## config.mk

```make
export PLATFORM = sky130hd
export DESIGN_NAME = location_frame_parser
export DESIGN_NICKNAME = d
export VERILOG_FILES = /design/src/rtl/core/lfp_pkg.sv /design/src/rtl/core/lfp_in_stage.sv /design/src/rtl/core/lfp_frame_acc.sv /design/src/rtl/core/location_frame_parser.sv
export SDC_FILE = /design/constraint.sdc
export NUM_CORES = 1
export LEC_CHECK = 0
export ABC_AREA = 1
export BUFFER_PORTS_ARGS = -buffer_cell sky130_fd_sc_hd__clkbuf_2
export CAP_MARGIN = 10
export CORE_MARGIN = 2
export CORE_UTILIZATION = 37
export CTS_CLUSTER_DIAMETER = 40
export CTS_CLUSTER_SIZE = 12
export DETAILED_ROUTE_END_ITERATION = 6
export PLACE_DENSITY_LB_ADDON = 0.15
export SLEW_MARGIN = 15
export SYNTH_ARGS = -nofsm -noshare
export SYNTH_HDL_FRONTEND = slang
export SYNTH_SLANG_ARGS = --single-unit
```

## constraint.sdc

```tcl
create_clock -name clk -period 5.75 [get_ports clk]
set_input_delay 1.725 -clock clk [delete_from_list [all_inputs] [get_ports clk]]
set_output_delay 1.725 -clock clk [all_outputs]
set_load 0.02 [all_outputs]
```

## src/rtl/core/lfp_pkg.sv

```systemverilog
// Shared types and constants for the location frame parser.
package lfp_pkg;

    localparam logic [3:0] FRAME_LAST_POS = 4'd11;
    localparam logic [3:0] COUNT_MAX      = 4'd15;
    localparam logic [3:0] POS_HDR0       = 4'd0;
    localparam logic [3:0] POS_HDR1       = 4'd1;
    localparam logic [3:0] POS_KIND       = 4'd2;
    localparam logic [3:0] POS_LAT0       = 4'd3;
    localparam logic [3:0] POS_LON0       = 4'd7;
    localparam int         WORD_BYTES     = 4;

    localparam logic [7:0] HDR0_BYTE    = 8'hAA;
    localparam logic [7:0] HDR1_BYTE    = 8'h55;
    localparam logic [7:0] KIND_CURRENT = 8'h01;
    localparam logic [7:0] KIND_HOME    = 8'h02;

    typedef enum logic [2:0] {
        STATUS_OK       = 3'd0,
        STATUS_LENGTH   = 3'd1,
        STATUS_HEADER   = 3'd2,
        STATUS_CHECKSUM = 3'd3,
        STATUS_KIND     = 3'd4
    } status_t;

    typedef struct packed {
        logic       valid;
        logic       last_byte;
        logic [7:0] data_byte;
    } beat_t;

endpackage

```

## src/rtl/core/lfp_in_stage.sv

```systemverilog
// Input register stage that holds one received beat for the frame accumulator.
module lfp_in_stage (
    input  logic              clk,
    input  logic              rst_n,
    input  logic              in_valid,
    output logic              in_stall,
    input  logic [7:0]        data_byte,
    input  logic              last_byte,
    input  logic              result_blocked,
    output lfp_pkg::beat_t    beat
);

    logic       valid_reg;
    logic       valid_next;
    logic       last_reg;
    logic [7:0] data_reg;
    logic       hold;

    // A closing beat may only move on when the result register has room.
    assign hold     = valid_reg && last_reg && result_blocked;
    assign in_stall = hold;

    assign valid_next = hold ? 1'b1 : in_valid;

    always_ff @(posedge clk or negedge rst_n)
    begin
        if (!rst_n)
        begin
            valid_reg <= 1'b0;
        end
        else
        begin
            valid_reg <= valid_next;
        end
    end

    always_ff @(posedge clk)
    begin
        if (!hold)
        begin
            last_reg <= last_byte;
            data_reg <= data_byte;
        end
    end

    assign beat.valid     = valid_reg && !hold;
    assign beat.last_byte = last_reg;
    assign beat.data_byte = data_reg;

endmodule

```

## src/rtl/core/lfp_frame_acc.sv

```systemverilog
// Frame accumulator: byte count, header check, running XOR, field capture and result register.
module lfp_frame_acc (
    input  logic              clk,
    input  logic              rst_n,
    input  lfp_pkg::beat_t    beat,
    output logic              result_blocked,
    output logic              out_valid,
    input  logic              out_stall,
    output logic [2:0]        status,
    output logic [1:0]        location_kind,
    output logic [31:0]       latitude_bits,
    output logic [31:0]       longitude_bits
);

    logic [3:0]  count_reg;
    logic [3:0]  count_next;
    logic        hdr_ok_reg;
    logic        hdr_ok_next;
    logic [7:0]  xor_reg;
    logic [7:0]  xor_next;
    logic [7:0]  kind_reg;
    logic [7:0]  kind_next;
    logic [31:0] lat_reg;
    logic [31:0] lat_next;
    logic [31:0] lon_reg;
    logic [31:0] lon_next;

    logic        out_valid_reg;
    logic        out_valid_next;
    logic [2:0]  status_reg;
    logic [1:0]  kind_out_reg;
    logic [31:0] lat_out_reg;
    logic [31:0] lon_out_reg;

    lfp_pkg::status_t res_status;
    logic             finish;

    assign result_blocked = out_valid_reg && out_stall;
    assign finish         = beat.valid && beat.last_byte;

    always_comb
    begin
        hdr_ok_next = hdr_ok_reg;
        kind_next   = kind_reg;
        lat_next    = lat_reg;
        lon_next    = lon_reg;
        if (count_reg == lfp_pkg::POS_HDR0 && beat.data_byte != lfp_pkg::HDR0_BYTE)
        begin
            hdr_ok_next = 1'b0;
        end
        if (count_reg == lfp_pkg::POS_HDR1 && beat.data_byte != lfp_pkg::HDR1_BYTE)
        begin
            hdr_ok_next = 1'b0;
        end
        if (count_reg == lfp_pkg::POS_KIND)
        begin
            kind_next = beat.data_byte;
        end
        for (int i = 0; i < lfp_pkg::WORD_BYTES; i++)
        begin
            if (count_reg == lfp_pkg::POS_LAT0 + 4'(i))
            begin
                lat_next[8*i +: 8] = beat.data_byte;
            end
            if (count_reg == lfp_pkg::POS_LON0 + 4'(i))
            begin
                lon_next[8*i +: 8] = beat.data_byte;
            end
        end
        xor_next   = xor_reg ^ beat.data_byte;
        count_next = (count_reg == lfp_pkg::COUNT_MAX) ? count_reg : count_reg + 4'd1;
    end

    always_comb
    begin
        priority if (count_reg != lfp_pkg::FRAME_LAST_POS)
        begin
            res_status = lfp_pkg::STATUS_LENGTH;
        end
        else if (!hdr_ok_reg)
        begin
            res_status = lfp_pkg::STATUS_HEADER;
        end
        else if (xor_reg != beat.data_byte)
        begin
            res_status = lfp_pkg::STATUS_CHECKSUM;
        end
        else if (kind_reg != lfp_pkg::KIND_CURRENT && kind_reg != lfp_pkg::KIND_HOME)
        begin
            res_status = lfp_pkg::STATUS_KIND;
        end
        else
        begin
            res_status = lfp_pkg::STATUS_OK;
        end
    end

    always_ff @(posedge clk or negedge rst_n)
    begin
        if (!rst_n)
        begin
            count_reg  <= '0;
            hdr_ok_reg <= 1'b1;
            xor_reg    <= '0;
            kind_reg   <= '0;
            lat_reg    <= '0;
            lon_reg    <= '0;
        end
        else if (beat.valid)
        begin
            if (beat.last_byte)
            begin
                count_reg  <= '0;
                hdr_ok_reg <= 1'b1;
                xor_reg    <= '0;
                kind_reg   <= '0;
                lat_reg    <= '0;
                lon_reg    <= '0;
            end
            else
            begin
                count_reg  <= count_next;
                hdr_ok_reg <= hdr_ok_next;
                xor_reg    <= xor_next;
                kind_reg   <= kind_next;
                lat_reg    <= lat_next;
                lon_reg    <= lon_next;
            end
        end
    end

    assign out_valid_next = finish ? 1'b1 : (out_valid_reg && out_stall);

    always_ff @(posedge clk or negedge rst_n)
    begin
        if (!rst_n)
        begin
            out_valid_reg <= 1'b0;
        end
        else
        begin
            out_valid_reg <= out_valid_next;
        end
    end

    // The data fields are only passed on for a clean frame.
    always_ff @(posedge clk)
    begin
        if (finish)
        begin
            status_reg <= res_status;
            if (res_status == lfp_pkg::STATUS_OK)
            begin
                kind_out_reg <= kind_reg[1:0];
                lat_out_reg  <= lat_reg;
                lon_out_reg  <= lon_reg;
            end
            else
            begin
                kind_out_reg <= '0;
                lat_out_reg  <= '0;
                lon_out_reg  <= '0;
            end
        end
    end

    assign out_valid      = out_valid_reg;
    assign status         = status_reg;
    assign location_kind  = kind_out_reg;
    assign latitude_bits  = lat_out_reg;
    assign longitude_bits = lon_out_reg;

endmodule

```

## src/rtl/core/location_frame_parser.sv

```systemverilog
// Top level of the location frame parser: input stage, frame accumulator and checks.
//
// The input channel carries one frame byte per beat, with last_byte set on the
// final byte of a frame. A frame is 0xAA, 0x55, a kind byte, latitude and
// longitude as little-endian 32-bit words, and an XOR checksum byte.
// The output channel carries one result beat per frame: status, kind and the
// two raw single-precision bit patterns, which read zero on any error.
// Bytes that do not close a frame give no output beat.
// Throughput is one byte per cycle while in_stall is low: each byte needs
// only a counter step, an XOR and a byte-lane write between the input
// register and the result register, which a closing byte passes in turn.
// When the receiver stalls, the result register holds its beat; further bytes
// of the next frame keep flowing until the next closing byte reaches the input
// register, and in_stall rises only then.
// Reset empties both registers and returns the frame state to byte zero with
// the header marked good.
module location_frame_parser (
    input  logic        clk,
    input  logic        rst_n,
    input  logic        in_valid,
    output logic        in_stall,
    input  logic [7:0]  data_byte,
    input  logic        last_byte,
    output logic        out_valid,
    input  logic        out_stall,
    output logic [2:0]  status,
    output logic [1:0]  location_kind,
    output logic [31:0] latitude_bits,
    output logic [31:0] longitude_bits
);

    lfp_pkg::beat_t beat;
    logic           result_blocked;

    lfp_in_stage u_in_stage (
        .clk            (clk),
        .rst_n          (rst_n),
        .in_valid       (in_valid),
        .in_stall       (in_stall),
        .data_byte      (data_byte),
        .last_byte      (last_byte),
        .result_blocked (result_blocked),
        .beat           (beat)
    );

    lfp_frame_acc u_frame_acc (
        .clk            (clk),
        .rst_n          (rst_n),
        .beat           (beat),
        .result_blocked (result_blocked),
        .out_valid      (out_valid),
        .out_stall      (out_stall),
        .status         (status),
        .location_kind  (location_kind),
        .latitude_bits  (latitude_bits),
        .longitude_bits (longitude_bits)
    );

    a_stall_only_when_blocked: assert property (@(posedge clk) disable iff (!rst_n)
        in_stall |-> (out_valid && out_stall))
        else $error("input stalled while the result register was free");

    a_error_clears_fields: assert property (@(posedge clk) disable iff (!rst_n)
        (out_valid && status != lfp_pkg::STATUS_OK) |->
        (location_kind == 2'd0 && latitude_bits == 32'd0 && longitude_bits == 32'd0))
        else $error("data fields not cleared on an error result");

    a_ok_kind_valid: assert property (@(posedge clk) disable iff (!rst_n)
        (out_valid && status == lfp_pkg::STATUS_OK) |->
        (location_kind == lfp_pkg::KIND_CURRENT[1:0] ||
         location_kind == lfp_pkg::KIND_HOME[1:0]))
        else $error("clean frame reported with an invalid kind");

    a_status_range: assert property (@(posedge clk) disable iff (!rst_n)
        out_valid |-> (status <= lfp_pkg::STATUS_KIND))
        else $error("status code out of range");

endmodule

```

==> summary.txt, run 1 <==
Timing
  • Final setup TNS: 0 ns
  • Least-Margin Pin Slew: 1.16 ns
  • Min Hold Slack: 0.491 ns
  • Crit path time final: 4.04 ns
  • Fmax: 247 MHz
  • Final Hold Viols: 0
  • Slew HR: 22.2%
  • Setup violations, final: 0
  • Setup Skew: ~0.01 ns
  • Fin crit share: a little over two thirds
  • RSZ-0062 raised after global routing: no
  • Max Slew Vio Count: 0

Clock tree
  • Root Buffer: clkbuf_16
  • Clk slew on worst S/H paths: roughly 0.06 ns
  • Longest Clk Path Bufs: 2
  • CTS Sinks: 165
  • CTS tree: done
  • Clk_lat worst skew: 0.42 ns
  • Total CTS buffers: 17
  • Cts repair resizes: 0
  • Htree depth: 4
  • Hold Buf Count CTS: 0
  • Postcts setup bufs: 0

Yosys
  • Top-area cell type share of the netlist area: about 34%
  • Register area share after synthesis: 64.7%
  • Async S/R FF share, synth: 52.7%
  • Mapped Nets: 644
  • Area contributors post-synth: edfxtp_1 (34%), dfrtp_1 (31%), nand2_1 (7.0%)
  • Syn avg cell area: 11.1 um^2
  • Post-Synthesis Cell Area: 6980 um^2
  • EDFF count, synth: 78
  • Post-Syn Instances: 627
  • Post-synth top area cell: edfxtp_1
  • Syn. warnings: 0
  • #FFs+latches synth: 165
  • Post-synth top flop: dfrtp_1
  • Distinct cells, synth: 29

Power and ir drop
  • Worst VDD drop: 0.213 mV
  • P_sw: 745 uW
  • Sequential group share of total power: ~50%
  • Clock share of power: 37.3%
  • Internal: 2.09 mW
  • Sw Share: 26.3%
  • Leak: 3.34 nW
  • Logic gate share of total power: 12.5%
  • PD cells: 350 nW/um^2

Global route
  • Initial antenna violation count: 0
  • Largest net degree at the start of global routing: 69
  • GRT Util Overall: 15.6%
  • Total gr overflow: 0
  • First-pass GRT wire length: around 24 mm
  • Vias in the first global route: 4,573

Cells and area
  • Ant diodes: 0
  • Layout area overhead: 15.8%
  • Share of cells above drive strength 1: a little over a quarter
  • Nets@finish: 724
  • Utilization after layout: a little over two fifths

Routing
  • Antenna Violating Nets Remaining: 0
  • # DRC: 0
  • Initial DRC Count: 260
  • Vias: about 4,500
  • Vias/cell: 4.72
  • WL per Instance: approximately 15 um
  • DRT Pass-1 Iters: 5
  • Routed wire length: 14.5 mm

Floorplan
  • DIE AREA: roughly 20,000 um^2
  • Total I/O pin count: 84
  • Die width: roughly 140 um
  • Die height: 141 um
  • Core Area: around 19,000 um^2
  • Row cnt: 50
  • Initial core utilization: 37.6%

Worst setup path
  • CP required: 4.03 ns
  • Crit path capture type: output pin
  • CP Max Fanout: 3
  • WP data arrival: 2.32 ns
  • Crit Path Class: in -> out
  • Crit path launch type: input pin

Place
  • IO buf count: 83
  • DP HPWL: 9.22 mm
  • Placer Congestion: 0.784

Run
  • Maxcap violations: 0

Min path
  • Worst min-delay path category: reg -> reg

Status
  • Status: complete, no violations
layer usage:
layer	wire length [um]	up-vias	global-route usage (%)
li1	-	2207	-
met1	6550	2160	20.7
met2	6980	116	25.0
met3	598	23	3.21
met4	323	0	6.37
met5	0	-	0
cell families (layout without fill, tap and decap cells):
group           after synthesis  count (layout)  synth area share [%]
simple gates                240             240                  17.9
flops                       165             165                  64.7
buf+inv                     126             219                  8.32
compound gates               91              91                  8.23
fa+ha+maj                     4               4                 0.717
xor+xnor                      1               1                 0.125
worst paths after layout:
check / startpoint / endpoint / slack, ns / cells after the start
setup / recovery: out_stall / in_stall / 1.71 / 4
hold / removal: u_frame_acc.hdr_ok_reg / u_frame_acc.hdr_ok_reg / 0.49 / 2
setup reg to reg: u_in_stage.last_reg / u_frame_acc.longitude_bits[2] / 2.56 / 6
hold reg to reg: u_frame_acc.hdr_ok_reg / u_frame_acc.hdr_ok_reg / 0.49 / 2
max in group asynchronous: rst_n / u_frame_acc.count_reg[0] / 3.44 / 2
min in group asynchronous: rst_n / u_frame_acc.lat_reg[29] / 1.31 / 1
layout make-up:
class	count	area, um^2
flip-flops and latches	165	4520
clock inverters	10	83.8
inverters	100	378
fillers	1769	10500
multi-input cells	336	1890
repair buffers	87	460
clock buffers	22	464
well taps	234	293
synthesized netlist by cell type (5+ instances only):
| master | n |
|---|---|
| a21oi_1 | 9 |
| a21oi_4 | 7 |
| buf_2 | 10 |
| buf_6 | 10 |
| dfrtp_1 | 86 |
| edfxtp_1 | 78 |
| inv_1 | 90 |
| inv_2 | 9 |
| nand2_1 | 130 |
| nor2_1 | 23 |
| nor2_2 | 5 |
| nor3_1 | 31 |
| nor3_2 | 40 |
| o21ai_0 | 59 |
| o21ai_2 | 8 |
| o22ai_1 | 8 |
placed cells by master, fill, tap and decap left out, drive strengths merged:
cell	count
a21oi	16
buf	5
bufinv	1
clkbuf	104
clkinv	7
clkinvlp	2
dfrtp	86
dfstp	1
edfxtp	78
ha	4
inv	100
nand2	132
nand3	6
nand4	1
nor2	29
nor3	71
o21ai	67
o22ai	8
or2	1
xor2	1
power groups by stage:
stage | clock network (mW) | logic, mW | registers [mW]
final | 1.06 | 0.354 | 1.42
after CTS | 1.08 | 0.359 | 1.42
after global routing | 1.13 | 0.403 | 1.44
after detailed placement | 0 | 0.356 | 1.45
after global placement | 0 | 0.344 | 1.44
after floorplan | 0 | 0.232 | 1.46
worst max-delay path, stage by stage:
cell	delay (ns)
clkbuf_2	0.09
nand3_1	0.09
nor2_1	0.20
clkbuf_2	0.20
metrics by stage:
step	cell area (um^2)	setup WS [ns]	power, mW	cells
after global routing	8090	1.64	2.97	954
after CTS	8090	1.70	2.86	954
final	8090	1.71	2.83	954
after floorplan	6980	1.80	1.69	627
after global placement	7540	1.57	1.79	922
after detailed placement	7540	1.40	1.80	922
(Power assumes the default switching activity.)
==> run 2: changes to the inputs <==
==> constraint.sdc (replaced) <==
create_clock -name clk -period 3.8 [get_ports clk]
set_input_delay 1.14 -clock clk [delete_from_list [all_inputs] [get_ports clk]]
set_output_delay 1.14 -clock clk [all_outputs]
set_load 0.02 [all_outputs]
==> summary.txt, run 2 (same netlist as run 1, synthesis figures left out) <==
Floorplan
  • Total I/O pin count: 84
  • Initial core utilization: 37.6%
  • Row cnt: 50
  • Die height: 141 um
  • Core Area: around 19,000 um^2
  • DIE AREA: around 20,000 um^2
  • Die width: 141 um

Clock tree
  • Total CTS buffers: 17
  • Htree depth: 4
  • Clk slew on worst S/H paths: 0.06 ns
  • Longest Clk Path Bufs: 2
  • Postcts setup bufs: 0
  • CTS tree: done
  • Cts repair resizes: 0
  • CTS Sinks: 165
  • Clk_lat worst skew: between 0.4 and 0.5 ns
  • Hold Buf Count CTS: 0
  • Root Buffer: clkbuf_16

Cells and area
  • # fillers: 1,748
  • Nets@finish: between 700 and 800
  • Share of cells above drive strength 1: between 20% and 30%
  • Layout area overhead: 15.9%
  • Commonest non-fill, non-tap cell in the layout: nand2_1
  • Commonest cells after routing, fill and taps aside: nand2_1 (130), inv_1 (89), dfrtp_1 (86)
  • Ant diodes: 0
  • Utilization after layout: 43.6%

Status
  • Status: complete, no violations

Min path
  • Worst min-delay path category: reg -> reg

Global route
  • Vias in the first global route: 4,455
  • Initial antenna violation count: 0
  • First-pass GRT wire length: 23.4 mm
  • Total gr overflow: 0
  • Largest net degree at the start of global routing: 88
  • GRT Util Overall: between 15 and 20%

Worst setup path
  • CP dominant cell by count: clkbuf_2
  • Worst-path cell with the longest stage delay: clkbuf_2
  • CP Cell Sequence: clkbuf_2 -> nand3_1 -> nor2_1 -> clkbuf_2
  • Crit path capture type: output pin
  • CP required: 2.66 ns
  • Crit path launch type: input pin
  • WP data arrival: approximately 1.7 ns
  • Crit Path Class: in -> out
  • Max incr delay on CP: 0.20 ns
  • CP bufs+invs: 2
  • CP top delay family: buffers and inverters
  • CP Max Fanout: 3

Timing
  • Setup Skew: 0.0147 ns
  • Final Hold Viols: 0
  • Slew HR: between 20 and 25%
  • RSZ-0062 raised after global routing: no
  • Setup violations, final: 0
  • Least-Margin Pin Slew: approximately 1.2 ns
  • Fin crit share: 75.0%
  • Crit path time final: between 2 and 3 ns
  • Min Hold Slack: 0.510 ns
  • Max Slew Vio Count: 0
  • Final setup TNS: 0 ns
  • Fmax: approximately 350 MHz

Routing
  • Vias/cell: 4.64
  • Initial DRC Count: 243
  • Antenna Violating Nets Remaining: 0
  • WL per Instance: 14.9 um
  • # DRC: 0
  • Vias: 4,420
  • DRT Pass-1 Iters: 4
  • Routed wire length: ~14 mm

Place
  • Placer Congestion: 0.824
  • DP HPWL: 8.94 mm
  • IO buf count: 83

Power and ir drop
  • Leak: 3.34 nW
  • Total power: 4.31 mW
  • PD cells: 533 nW/um^2
  • Worst VDD drop: 0.311 mV

Run
  • Maxcap violations: 0
## run 2: cell count changes in the layout (fill, tap and decap cells not counted)
cell,change
buf_4,+1
clkinv_1,+2
buf_6,+1
clkbuf_8,-1
clkbuf_1,-2
clkinv_2,-2
bufinv_16,+1
buf_12,-1
## run 2: power breakdown
part | internal (mW) | total (mW) | switching (mW)
logic | 0.151 | 0.531 | 0.380
registers | 2.08 | 2.15 | 0.0756
clock network | 0.968 | 1.63 | 0.660
## run 2: area by class of cell
class	count	area [um^2]	share of cell area, %
inverters	100	378	4.67
well taps	234	293	3.62
flip-flops and latches	165	4520	55.9
multi-input cells	336	1890	23.3
repair buffers	88	459	5.67
clock buffers	19	443	5.47
clock inverters	11	111	1.38
## run 2: per-stage QoR
stage               cells  worst slack [ns]  cell area [um^2]
finish                953             0.950              8090
global route          953             0.835              8090
CTS                   953             0.939              8090
detailed placement    923             0.944              7530
global placement      923             0.963              7530
floorplan             627             0.438              6980
## run 2: worst register-to-register path, cell delays in order (launching register included)
cell      delay, ns
edfxtp_1       0.45
inv_2          0.09
nand2_1        0.05
nand2_1        0.08
nand2_1        0.07
nor2_2         0.18
nand3_4        0.50
buf_4          0.49
nand2_1        0.10
inv_1          0.04
## run 2: metal layers
metal / wire length, um / track usage (%) / share of wire (%)
met1: 6410 / 20.4 / 45
met2: 6740 / 24.1 / 48
met3: 831 / 3.78 / 5.9
met4: 189 / 5.79 / 1.3
met5: 0 / 0 / 0
## run 2: path summary, 6_finish.rpt
| check | from | endpoint | slack (ns) | cells after the start |
|---|---|---|---|---|
| min in group asynchronous | rst_n | u_frame_acc.lat_reg[30] | 0.76 | 1 |
| max in group asynchronous | rst_n | u_frame_acc.lat_reg[7] | 2.46 | 1 |
| worst max-delay path | out_stall | in_stall | 0.95 | 4 |
| worst max register to register | u_in_stage.data_reg[6] | u_frame_acc.status[1] | 1.50 | 9 |
| worst min-delay path | u_frame_acc.hdr_ok_reg | u_frame_acc.hdr_ok_reg | 0.51 | 2 |
| worst min register to register | u_frame_acc.hdr_ok_reg | u_frame_acc.hdr_ok_reg | 0.51 | 2 |
